## config.mk

```make
export PLATFORM = sky130hd
export DESIGN_NAME = ring_buffer_with_push_front
export DESIGN_NICKNAME = d
export VERILOG_FILES = /design/src/rtl/core/rbpf_pkg.sv /design/src/rtl/core/ring_buffer_with_push_front.sv /design/src/rtl/core/rbpf_mem.sv /design/src/rtl/core/rbpf_ctrl.sv
export VERILOG_INCLUDE_DIRS = /design/src /design/src/rtl/core
export SDC_FILE = /design/constraint.sdc
export NUM_CORES = 1
export LEC_CHECK = 0
export ABC_CLOCK_PERIOD_IN_PS = 8600
export BUFFER_PORTS_ARGS = -buffer_cell sky130_fd_sc_hd__buf_2
export CORE_MARGIN = 10
export CORE_UTILIZATION = 50
export CTS_BUF_LIST = sky130_fd_sc_hd__clkbuf_4 sky130_fd_sc_hd__clkbuf_8
export DETAILED_ROUTE_END_ITERATION = 16
export PLACE_DENSITY = 0.67
export SLEW_MARGIN = 10
export SYNTH_ARGS = -nofsm -noshare
export SYNTH_HDL_FRONTEND = slang
export SYNTH_SLANG_ARGS = --single-unit
```

## constraint.sdc

```tcl
create_clock -name clk -period 8.6 [get_ports clk]
set_input_delay 1.29 -clock clk [delete_from_list [all_inputs] [get_ports clk]]
set_output_delay 1.29 -clock clk [all_outputs]
set_load 0.005 [all_outputs]
```

## src/rtl/core/ring_buffer_with_push_front_macros.svh

```systemverilog
// assertion macros for the ring buffer with push to head
`ifndef RING_BUFFER_WITH_PUSH_FRONT_MACROS_SVH
`define RING_BUFFER_WITH_PUSH_FRONT_MACROS_SVH
`ifndef SYNTHESIS
// same-cycle implication
`define RBPF_ASSERT_IMPL(label, clk, rst_n, ante, cons) \
    label: assert property (@(posedge clk) disable iff (!rst_n) (ante) |-> (cons)) \
        else $error("rbpf: same-cycle check failed");
// next-cycle implication
`define RBPF_ASSERT_NEXT(label, clk, rst_n, ante, cons) \
    label: assert property (@(posedge clk) disable iff (!rst_n) (ante) |=> (cons)) \
        else $error("rbpf: next-cycle check failed");
`else
`define RBPF_ASSERT_IMPL(label, clk, rst_n, ante, cons)
`define RBPF_ASSERT_NEXT(label, clk, rst_n, ante, cons)
`endif
`endif

```

## src/rtl/core/rbpf_pkg.sv

```systemverilog
// shared types and codes of the ring buffer with push to head
package rbpf_pkg;

    // width of counts, capacity and threshold
    localparam int CNT_W = 5;

    // capacity after reset
    localparam logic [CNT_W-1:0] CAP_RESET = 5'd16;

    // action codes
    localparam logic [1:0] ACT_PUSH_TAIL = 2'd0;
    localparam logic [1:0] ACT_PUSH_HEAD = 2'd1;
    localparam logic [1:0] ACT_POP       = 2'd2;
    localparam logic [1:0] ACT_QUERY     = 2'd3;

    // status codes
    localparam logic [1:0] ST_DONE  = 2'd0;
    localparam logic [1:0] ST_FULL  = 2'd1;
    localparam logic [1:0] ST_EMPTY = 2'd2;

    // result fields other than the data word
    typedef struct packed {
        logic [1:0]       status;
        logic [CNT_W-1:0] occupancy;
        logic             reached;
        logic             empty_res;
    } res_t;

endpackage

```

## src/rtl/core/ring_buffer_with_push_front.sv

```systemverilog
// top level of the ring buffer with push to head and pop at head
// an item taken at edge N executes in the next cycle; its result is registered and
// done is high for one cycle after that
// busy is high while an item executes, and no new item is taken until busy is low
// the receiver cannot stall; a new item may be taken in the cycle done is high
// reset clears indices and count and sets capacity to 16; slot contents are not cleared
module ring_buffer_with_push_front #(
    parameter int DEPTH      = 16,
    parameter int DATA_WIDTH = 32
) (
    input  logic                       clk,
    input  logic                       rst_n,
    input  logic                       start,
    output logic                       busy,
    input  logic [1:0]                 action,
    input  logic [DATA_WIDTH-1:0]      data_in,
    input  logic [rbpf_pkg::CNT_W-1:0] threshold,
    input  logic                       cfg_we,
    input  logic [rbpf_pkg::CNT_W-1:0] cfg_data,
    output logic                       done,
    output logic [1:0]                 status,
    output logic [DATA_WIDTH-1:0]      data_out,
    output logic [rbpf_pkg::CNT_W-1:0] occupancy,
    output logic                       reached,
    output logic                       empty_res
);

    localparam int AW = (DEPTH > 1) ? $clog2(DEPTH) : 1;

    logic                  mem_we;
    logic [AW-1:0]         mem_waddr;
    logic [DATA_WIDTH-1:0] mem_wdata;
    logic                  mem_re;
    logic [AW-1:0]         mem_raddr;
    logic [DATA_WIDTH-1:0] mem_rdata;
    logic                  res_valid;
    rbpf_pkg::res_t        res;
    logic [DATA_WIDTH-1:0] res_data;

    logic                  done_reg;
    rbpf_pkg::res_t        res_reg;
    logic [DATA_WIDTH-1:0] data_out_reg;

    // slot store
    rbpf_mem #(
        .DEPTH      (DEPTH),
        .DATA_WIDTH (DATA_WIDTH)
    ) u_mem (
        .clk   (clk),
        .we    (mem_we),
        .waddr (mem_waddr),
        .wdata (mem_wdata),
        .re    (mem_re),
        .raddr (mem_raddr),
        .rdata (mem_rdata)
    );

    // control
    rbpf_ctrl #(
        .DEPTH      (DEPTH),
        .DATA_WIDTH (DATA_WIDTH)
    ) u_ctrl (
        .clk       (clk),
        .rst_n     (rst_n),
        .start     (start),
        .busy      (busy),
        .action    (action),
        .data_in   (data_in),
        .threshold (threshold),
        .cfg_we    (cfg_we),
        .cfg_data  (cfg_data),
        .mem_we    (mem_we),
        .mem_waddr (mem_waddr),
        .mem_wdata (mem_wdata),
        .mem_re    (mem_re),
        .mem_raddr (mem_raddr),
        .mem_rdata (mem_rdata),
        .res_valid (res_valid),
        .res       (res),
        .res_data  (res_data)
    );

    // result strobe
    always_ff @(posedge clk or negedge rst_n)
    begin
        if (!rst_n)
        begin
            done_reg <= 1'b0;
        end
        else
        begin
            done_reg <= res_valid;
        end
    end

    // result payload
    always_ff @(posedge clk)
    begin
        if (res_valid)
        begin
            res_reg      <= res;
            data_out_reg <= res_data;
        end
    end

    assign done      = done_reg;
    assign status    = res_reg.status;
    assign occupancy = res_reg.occupancy;
    assign reached   = res_reg.reached;
    assign empty_res = res_reg.empty_res;
    assign data_out  = data_out_reg;

endmodule

```

## src/rtl/core/rbpf_mem.sv

```systemverilog
// slot store: one write port, one read port with registered read data
module rbpf_mem #(
    parameter int DEPTH      = 16,
    parameter int DATA_WIDTH = 32
) (
    input  logic                                   clk,
    input  logic                                   we,
    input  logic [(DEPTH > 1 ? $clog2(DEPTH) : 1)-1:0] waddr,
    input  logic [DATA_WIDTH-1:0]                  wdata,
    input  logic                                   re,
    input  logic [(DEPTH > 1 ? $clog2(DEPTH) : 1)-1:0] raddr,
    output logic [DATA_WIDTH-1:0]                  rdata
);

    logic [DATA_WIDTH-1:0] mem [DEPTH];
    logic [DATA_WIDTH-1:0] rdata_reg;

    // write port
    always_ff @(posedge clk)
    begin
        if (we)
        begin
            mem[waddr] <= wdata;
        end
    end

    // read port, registered read data
    always_ff @(posedge clk)
    begin
        if (re)
        begin
            rdata_reg <= mem[raddr];
        end
    end

    assign rdata = rdata_reg;

endmodule

```

## src/rtl/core/rbpf_ctrl.sv

```systemverilog
// index, count and capacity control; reads and updates the slot store
`include "ring_buffer_with_push_front_macros.svh"

module rbpf_ctrl #(
    parameter int DEPTH      = 16,
    parameter int DATA_WIDTH = 32
) (
    input  logic                                   clk,
    input  logic                                   rst_n,
    input  logic                                   start,
    output logic                                   busy,
    input  logic [1:0]                             action,
    input  logic [DATA_WIDTH-1:0]                  data_in,
    input  logic [rbpf_pkg::CNT_W-1:0]             threshold,
    input  logic                                   cfg_we,
    input  logic [rbpf_pkg::CNT_W-1:0]             cfg_data,
    output logic                                   mem_we,
    output logic [(DEPTH > 1 ? $clog2(DEPTH) : 1)-1:0] mem_waddr,
    output logic [DATA_WIDTH-1:0]                  mem_wdata,
    output logic                                   mem_re,
    output logic [(DEPTH > 1 ? $clog2(DEPTH) : 1)-1:0] mem_raddr,
    input  logic [DATA_WIDTH-1:0]                  mem_rdata,
    output logic                                   res_valid,
    output rbpf_pkg::res_t                         res,
    output logic [DATA_WIDTH-1:0]                  res_data
);

    localparam int AW = (DEPTH > 1) ? $clog2(DEPTH) : 1;
    localparam int CW = rbpf_pkg::CNT_W;
    // compare width covering both index and count
    localparam int IW = ((AW > CW) ? AW : CW) + 1;

    logic                  exec_reg;
    logic [CW-1:0]         cap_reg;
    logic [CW-1:0]         count_reg, count_next;
    logic [AW-1:0]         head_reg, head_next;
    logic [AW-1:0]         tail_reg, tail_next;
    logic [1:0]            act_reg;
    logic [DATA_WIDTH-1:0] data_reg;
    logic [CW-1:0]         thr_reg;

    logic                  accept;
    logic [CW-1:0]         cap_eff;
    logic                  full;
    logic [AW-1:0]         tail_n, head_n;
    logic [AW-1:0]         tail_inc, head_inc, head_dec;
    logic [1:0]            status_c;
    logic [DATA_WIDTH-1:0] data_c;

    assign accept = start && !exec_reg;
    assign busy   = exec_reg;

    // effective capacity: zero acts as one, clipped to the built depth
    always_comb
    begin
        if (cap_reg == '0)
        begin
            cap_eff = CW'(1);
        end
        else if (int'(cap_reg) > DEPTH)
        begin
            cap_eff = CW'(DEPTH);
        end
        else
        begin
            cap_eff = cap_reg;
        end
    end

    // wrapped indices and their neighbors
    always_comb
    begin
        tail_n   = (IW'(tail_reg) >= IW'(cap_eff)) ? '0 : tail_reg;
        head_n   = (IW'(head_reg) >= IW'(cap_eff)) ? '0 : head_reg;
        tail_inc = ((IW'(tail_n) + IW'(1)) >= IW'(cap_eff)) ? '0 : tail_n + AW'(1);
        head_inc = ((IW'(head_n) + IW'(1)) >= IW'(cap_eff)) ? '0 : head_n + AW'(1);
        head_dec = (head_n == '0) ? AW'(cap_eff - CW'(1)) : head_n - AW'(1);
        full     = (count_reg >= cap_eff);
    end

    // read at the head when an item is taken; the previous item's write
    // completed at the end of its own execute cycle, so no forwarding
    assign mem_re    = accept;
    assign mem_raddr = head_n;
    assign mem_wdata = data_reg;

    // execute: decode the action against the current state
    always_comb
    begin
        status_c   = rbpf_pkg::ST_DONE;
        data_c     = '0;
        count_next = count_reg;
        head_next  = head_reg;
        tail_next  = tail_reg;
        mem_we     = 1'b0;
        mem_waddr  = tail_n;
        if (exec_reg)
        begin
            unique case (act_reg)
                rbpf_pkg::ACT_PUSH_TAIL:
                begin
                    if (full)
                    begin
                        status_c = rbpf_pkg::ST_FULL;
                    end
                    else
                    begin
                        mem_we     = 1'b1;
                        mem_waddr  = tail_n;
                        tail_next  = tail_inc;
                        count_next = count_reg + CW'(1);
                    end
                end
                rbpf_pkg::ACT_PUSH_HEAD:
                begin
                    if (full)
                    begin
                        status_c = rbpf_pkg::ST_FULL;
                    end
                    else
                    begin
                        mem_we     = 1'b1;
                        mem_waddr  = head_dec;
                        head_next  = head_dec;
                        count_next = count_reg + CW'(1);
                    end
                end
                rbpf_pkg::ACT_POP:
                begin
                    if (count_reg == '0)
                    begin
                        status_c = rbpf_pkg::ST_EMPTY;
                    end
                    else
                    begin
                        data_c     = mem_rdata;
                        head_next  = head_inc;
                        count_next = count_reg - CW'(1);
                    end
                end
                rbpf_pkg::ACT_QUERY:
                begin
                end
                default:
                begin
                end
            endcase
        end
    end

    // result of the item in execute
    assign res_valid     = exec_reg;
    assign res.status    = status_c;
    assign res.occupancy = count_next;
    assign res.reached   = (count_next >= thr_reg);
    assign res.empty_res = (count_next == '0);
    assign res_data      = data_c;

    // control state; a capacity write empties the buffer
    always_ff @(posedge clk or negedge rst_n)
    begin
        if (!rst_n)
        begin
            exec_reg  <= 1'b0;
            cap_reg   <= rbpf_pkg::CAP_RESET;
            count_reg <= '0;
            head_reg  <= '0;
            tail_reg  <= '0;
        end
        else
        begin
            exec_reg <= accept;
            if (cfg_we)
            begin
                cap_reg   <= cfg_data;
                count_reg <= '0;
                head_reg  <= '0;
                tail_reg  <= '0;
            end
            else
            begin
                count_reg <= count_next;
                head_reg  <= head_next;
                tail_reg  <= tail_next;
            end
        end
    end

    // item fields held for the execute cycle
    always_ff @(posedge clk)
    begin
        if (accept)
        begin
            act_reg  <= action;
            data_reg <= data_in;
            thr_reg  <= threshold;
        end
    end

    // checks
    `RBPF_ASSERT_IMPL(a_count_in_cap, clk, rst_n, 1'b1, count_reg <= cap_eff)
    `RBPF_ASSERT_NEXT(a_accept_exec, clk, rst_n, accept, exec_reg)
    `RBPF_ASSERT_NEXT(a_exec_one_cycle, clk, rst_n, exec_reg, !exec_reg)
    `RBPF_ASSERT_NEXT(a_cfg_empties, clk, rst_n, cfg_we, count_reg == '0)
    `RBPF_ASSERT_NEXT(a_pop_decrements, clk, rst_n, exec_reg && !cfg_we && (act_reg == rbpf_pkg::ACT_POP) && (count_reg != '0), count_reg == $past(count_reg) - CW'(1))

endmodule
```

Word-level counts from Yosys, hierarchy flattened:

Memory sizes are Yosys's and may differ from the RTL's. A register that Yosys moved wholly into a read port is not among the register bits.
Index checks and enable logic that the tools add are counted.

* output and inout port bits: 43
* input bits: 48
* RAM bits: 512
* memories kept: 1
* flip-flop bits (word level): 100

Memories
* u_mem.mem: depth 16, bits a word 32, read ports 1, clocked after Yosys merged registers in 1, wr ports 1, line rbpf_mem.sv:15 `logic [DATA_WIDTH-1:0] mem [DEPTH];`

* equality and inequality tests: 5
* bitwise gates (word level): 1
* reductions and logical operators: 14
* add/sub/neg operators: 8
* multiplexer cells: 32
* $lt $le $gt $ge: 7

Operator list (number)
* $mux W4: 16
* $mux W5: 6
* $ge A5 B5 Y1: 4
* $logic_not A5 Y1: 3
* $add A4 B1 Y5 const B: 2
* $ge A4 B5 Y1: 2
* $pmux W5 S2: 1
* $add A4 B1 Y4 const B: 2
* $pmux W4 S2: 1
* $sub A4 B1 Y4 const B: 2
* $mux W1: 6
* $ne A3 B3 Y1 const B: 2
* $add A5 B1 Y5 const B: 1
* $gt A5 B5 Y1 const B: 1
* $sub A5 B1 Y5 const B: 1
* $logic_not A4 Y1: 1
* $pmux W2 S2: 1
* $reduce_and A4 Y1: 1
* $reduce_bool A2 Y1: 2
* $reduce_or A2 Y1: 2
* $reduce_and A3 Y1: 1
* $reduce_bool A3 Y1: 1
* $eq A2 B1 Y1 const B: 1
* $eq A2 B2 Y1 const B: 1
* 6 further kinds: 6

Longest topological paths before layout:

* depth after elaboration: 12
* gate-level depth with buffers: 21

By module:

Synthesis repeated with hierarchy kept, for this count alone.

* cells, all modules: 1222
* area total of the unflattened synthesis: 24931.4 um2

By module, submodules not included
* rbpf_mem: cells each 838, instances 1, area an instance 20155.6 um2, seq. area each 16335.7 um2
* rbpf_ctrl: cells each 342, instances 1, area an instance 3519.6 um2, seq. area each 1647.8 um2
* ring_buffer_with_push_front: cells each 42, instances 1, area an instance 1256.2 um2, seq. area each 1256.2 um2

Least setup slack after synthesis:

OpenSTA, ideal clock, no wires.

* path type: register to register
* from: reg u_ctrl.cap_reg[4]
* to: mem u_mem.mem[6][0], enable pin
* setup time: 513 ps
* arrival time: 7305 ps
* setup slack: 782 ps
* stages on the path, launching flop included: 21
* cells stage by stage: dfstp_2 > inv_2 > o21ai_0 > inv_1 > ha_1 > nand2b_1 > a211oi_2 > nor3_2 > nor2_8 > inv_4 > buf_6 > buf_2 > buf_2 > ha_1 > nor2b_1 > o31a_1 > o211a_1 > a21oi_1 > xor2_1 > mux2_2 > nor4b_1

* word-level cells in the longest chain between the ends: 10
* elaborated cells between the ends (all ways): 21

Ends and longest elaborated chain
* start, declared: line rbpf_ctrl.sv:34 `logic [CW-1:0] cap_reg;`
* start signal, assigned: line rbpf_ctrl.sv:165 `cap_reg <= rbpf_pkg::CAP_RESET;`
* start signal, assigned: line rbpf_ctrl.sv:175 `cap_reg <= cfg_data;`
* $gt A5 B5 Y1: line rbpf_ctrl.sv:60 `else if (int'(cap_reg) > DEPTH)`
* $mux W5: line rbpf_ctrl.sv:60
* $mux W5 (*): line rbpf_ctrl.sv:56 `if (cap_reg == '0)`
* $ge A4 B5 Y1: line rbpf_ctrl.sv:74 `head_n = (IW'(head_reg) >= IW'(cap_eff)) ? '0 : head_reg;`
* $mux W4: line rbpf_ctrl.sv:74
* $sub A4 B1 Y4 / $logic_not A4 Y1 (equally long branches): line rbpf_ctrl.sv:77 `head_dec = (head_n == '0) ? AW'(cap_eff - CW'(1)) : head_n - AW'(1);`
* $mux W4: line rbpf_ctrl.sv:77
* $mux W4: line rbpf_ctrl.sv:116 `if (full)`
* $mux W4
* $mux W4: line rbpf_ctrl.sv:97 `if (exec_reg)`
* end, declared: line rbpf_mem.sv:15

Every way passes the cells marked *; elsewhere a longest branch is shown, timed or not.

Worst setup path in the final report:

* from: reg u_ctrl.head_reg[0]
* to: mem u_mem.mem[15][21], enable pin

* word-level cells in the longest chain between the ends: 7
* elaborated cells between the ends (all ways): 8

Ends and longest elaborated chain
* start, declared: line rbpf_ctrl.sv:36 `logic [AW-1:0] head_reg, head_next;`
* start signal, assigned: line rbpf_ctrl.sv:183 `head_reg <= head_next;`
* $ge A4 B5 Y1: line rbpf_ctrl.sv:74
* $mux W4 (*): line rbpf_ctrl.sv:74
* $sub A4 B1 Y4 / $logic_not A4 Y1 (equally long branches): line rbpf_ctrl.sv:77
* $mux W4 (*): line rbpf_ctrl.sv:77
* $mux W4 (*): line rbpf_ctrl.sv:116
* $mux W4 (*)
* $mux W4 (*): line rbpf_ctrl.sv:97

Marked as above.

==> out/qor.csv <==
stage,metric,value,unit
floorplan,row cnt,82,
synthesis,ys async rst share,3.11,%
floorplan,DIE WIDTH,247,microns
drt,Iter 0 DRT Violations,1443,
critical_path,worst reg2reg path depth,16,
finish,"non-filler cells, final",2400,
sta,Fmax,147,MHz
placed_design,PortBufs,90,
sta,Final setup viols,0,
flow_run,max cap viols,0,
sta,final worst path period share,79.2,%
finish,Layout Area Growth over Synthesis,12.7,%
worst_hold_path,hold path endpoint,data_out[26],
synthesis,Yosys top cell by area,edfxtp_1,
floorplan,initial core utilization,50.8,%
floorplan,die area,60800,sq um
synthesis,Post-synth EDFFs,624,
sta,RSZ-0062 raised after global routing,false,
drt,WL/cell,24.8,microns
synthesis,Post-synth top flop,edfxtp_1,
clock_network,Post-CTS Resized,0,
floorplan,Die Ht,247,microns
synthesis,"top cells by area, synth","edfxtp_1 73%, mux4_2 5.5%, mux2i_1 2.7%",
synthesis,Synth Instances,1510,
synthesis,Netlist Area Pre-Place,25700,sq um
synthesis,Synth Area per Inst,17.0,sq um
sta,Hold Fails Final Rpt,0,
sta,Layout Skew,42.0,ps
placed_design,Place WS,1820,ps
critical_path,worst endpoint required time,8960,ps
power_and_ir_drop,power per standard cell area,228,nW/um^2
floorplan,IO Count,91,
finish,Largest register FFs,512,
clock_network,CTS root buffer,clkbuf_8,
global_routing,GRT Residual Overflow,0,
worst_hold_path,hold depth,1,
sta,max-slew violations,0,
global_routing,GRT Resource Usage Total,19.7,%
worst_hold_path,hold_sp,u_mem.rdata[26],
drt,drt drc,0,
synthesis,top cell type's share of synthesized area,73.0,%
critical_path,Worst EP arrival,7170,ps
power_and_ir_drop,PnR Total Power,6.58,mW
critical_path,internal reg-to-reg setup slack,1790,ps
sta,Tmin final,6810,ps
clock_network,setup bufs post-CTS,0,
critical_path,Crit Path Max Fanout,67,
drt,vias per inst,5.90,
drt,Vias,14200,
placed_design,routability cong.,0.884,
synthesis,"flops & latches, synth",644,
clock_network,clock sink total,644,
synthesis,sequential-to-total area share from yosys stat,75.0,%
sta,Slew @ Worst Pin,1150,ps
critical_path,CP endpoint kind,flip-flop,
drt,drt total wl,59500,microns
synthesis,most frequent cell after synthesis,edfxtp_1,
finish,layout net count,1732,
global_routing,largest net degree at the start of global routing,130,
floorplan,core area,50500,sq um
critical_path,reg2reg end,u_mem.mem[15][21],
synthesis,number of distinct library cells after synthesis,69,
finish,fin area,28900,sq um
synthesis,Synth Warn #,0,
synthesis,top cells by instance count after synthesis,"624 x edfxtp_1, 134 x nand3_1, 127 x nand2_1",
placed_design,Inst Count DP,2219,
global_routing,vias in the first global route,14400,
finish,layout cell share with drive strength beyond 1,22.1,%
clock_network,H-tree Lvls,3,
clock_network,CTS tree,done,
critical_path,crit path launch type,flip-flop,
synthesis,Synth Net Count,1591,
critical_path,WS Path Type,reg -> reg,
sta,setup TNS,0,ps
clock_network,Clock Pin Slew Worst Setup and Hold Paths,60,ps
clock_network,cts hold-fix bufs,0,
global_routing,first-pass GRT wire length,89500,microns
sta,final setup margin,1790,ps
power_and_ir_drop,maximum vdd drop,0.000176,V
drt,Pre-Repair DR Iteration Count,6,
worst_hold_path,Hold Crit Class,reg -> reg,
critical_path,R2R Path Start,u_ctrl.head_reg[0],
sta,Slew HR,23.1,%
clock_network,TritonCTS buffer count,102,
power_and_ir_drop,Pleak,9.86,nW
drt,remaining antenna violation count,0,
outcome,run status,completed,
placed_design,DP Area,27000,sq um
clock_network,Skew-Pair Late Insertion Delay,730,ps
clock_network,Max Buffers Root-to-Sink,3,
finish,Largest Register,u_mem.mem,
placed_design,post-DP HPWL,34600,microns
global_routing,antenna violations before repair,2,
metal layers:
metal,wire (microns),track usage (%)
met1,25500,27.7
met2,27200,29.4
met3,5640,5.49
met4,1200,6.28
met5,0,0
cells by family (layout without fill, tap and decap cells):
logic type / after synthesis / count (layout) / share of synthesized area, %
adders and majority gates: 33 / 33 / 1.61
buffers and inverters: 101 / 316 / 1.70
DFF: 644 / 644 / 75.0
muxes: 139 / 139 / 8.54
AOI/OAI and AO/OA: 172 / 172 / 4.76
xor gates and xnor gates: 6 / 6 / 0.205
other: 0 / 3 / 0
and+or+nand+nor: 415 / 415 / 8.18
worst max path at each step:
stage | from | end | slack [ps]
finish | u_ctrl.head_reg[0] | u_mem.mem[15][21] | 1790
global placement | u_ctrl.head_reg[0] | u_mem.mem[15][24] | 1960
floorplan | u_ctrl.cap_reg[4] | u_mem.mem[6][0] | 780
CTS | u_ctrl.head_reg[0] | u_mem.mem[15][18] | 1800
detailed placement | u_ctrl.head_reg[0] | u_mem.mem[15][19] | 1820
global route | u_ctrl.head_reg[0] | u_mem.mem[15][27] | 1370
cell usage in the layout (no fill, tap or decap), types with 4 or more instances in the layout:
cell | synthesis | layout
edfxtp_1 | 624 | 624
nand3_1 | 134 | 134
nand2_1 | 127 | 127
clkbuf_8 | 0 | 103
buf_2 | 20 | 90
mux2i_1 | 68 | 68
mux4_2 | 63 | 63
nand2b_1 | 41 | 41
o21ai_0 | 41 | 41
and3_1 | 36 | 36
a22oi_1 | 33 | 33
o221ai_1 | 33 | 33
ha_1 | 33 | 33
clkinv_1 | 0 | 30
buf_4 | 0 | 29
clkbuf_4 | 0 | 24
nor2_1 | 20 | 19
dfrtp_1 | 19 | 16
inv_1 | 15 | 15
a21oi_1 | 13 | 13
nor3_2 | 1 | 11
clkinv_2 | 0 | 11
nor2b_1 | 12 | 10
mux2_2 | 7 | 7
o21ai_1 | 8 | 7
a22o_1 | 5 | 5
a21o_1 | 4 | 4
xor2_1 | 4 | 4
nor3_1 | 14 | 4
a32oi_1 | 4 | 4
nor4_2 | 0 | 4
power breakdown:
part           internal, mW  switching, mW  leakage [nW]
Clock                  1.28           1.18          1.00
Sequential             3.52         0.0742          5.94
Combinational         0.183          0.331          2.92
area by class of cell:
cell class                 count  area, sq um
fill                        3849        21600
sequential                   644        19200
multi-input combinational    765         6120
clock buffer                 127         1600
tap                          672          841
timing repair buffer         121          708
clock inverter                51          317
inverter                      17         66.3
antenna                        3         7.51
metrics by stage:
stage          utilization [%]  hold slack [ps]
6_report                  57.3              539
5_1_grt                   57.2              554
4_1_cts                   57.2              512
3_5_place_dp              53.4              526
3_3_place_gp              53.4              524
2_1_floorplan                -              520
worst max-delay path, stage by stage (launching register included):
cell      delay (ps)
dfrtp_4          990
inv_1            310
ha_1             360
nand2b_1         200
a211oi_2         530
or3_2            220
buf_4            640
nand2_1          280
ha_1             310
nor2b_1          180
o31a_1           130
o211a_1          150
a32o_1           250
o21ai_2          410
nand4_1          330
nor3_2           650
buf_4            480
Power figures use the tool's default switching activity.
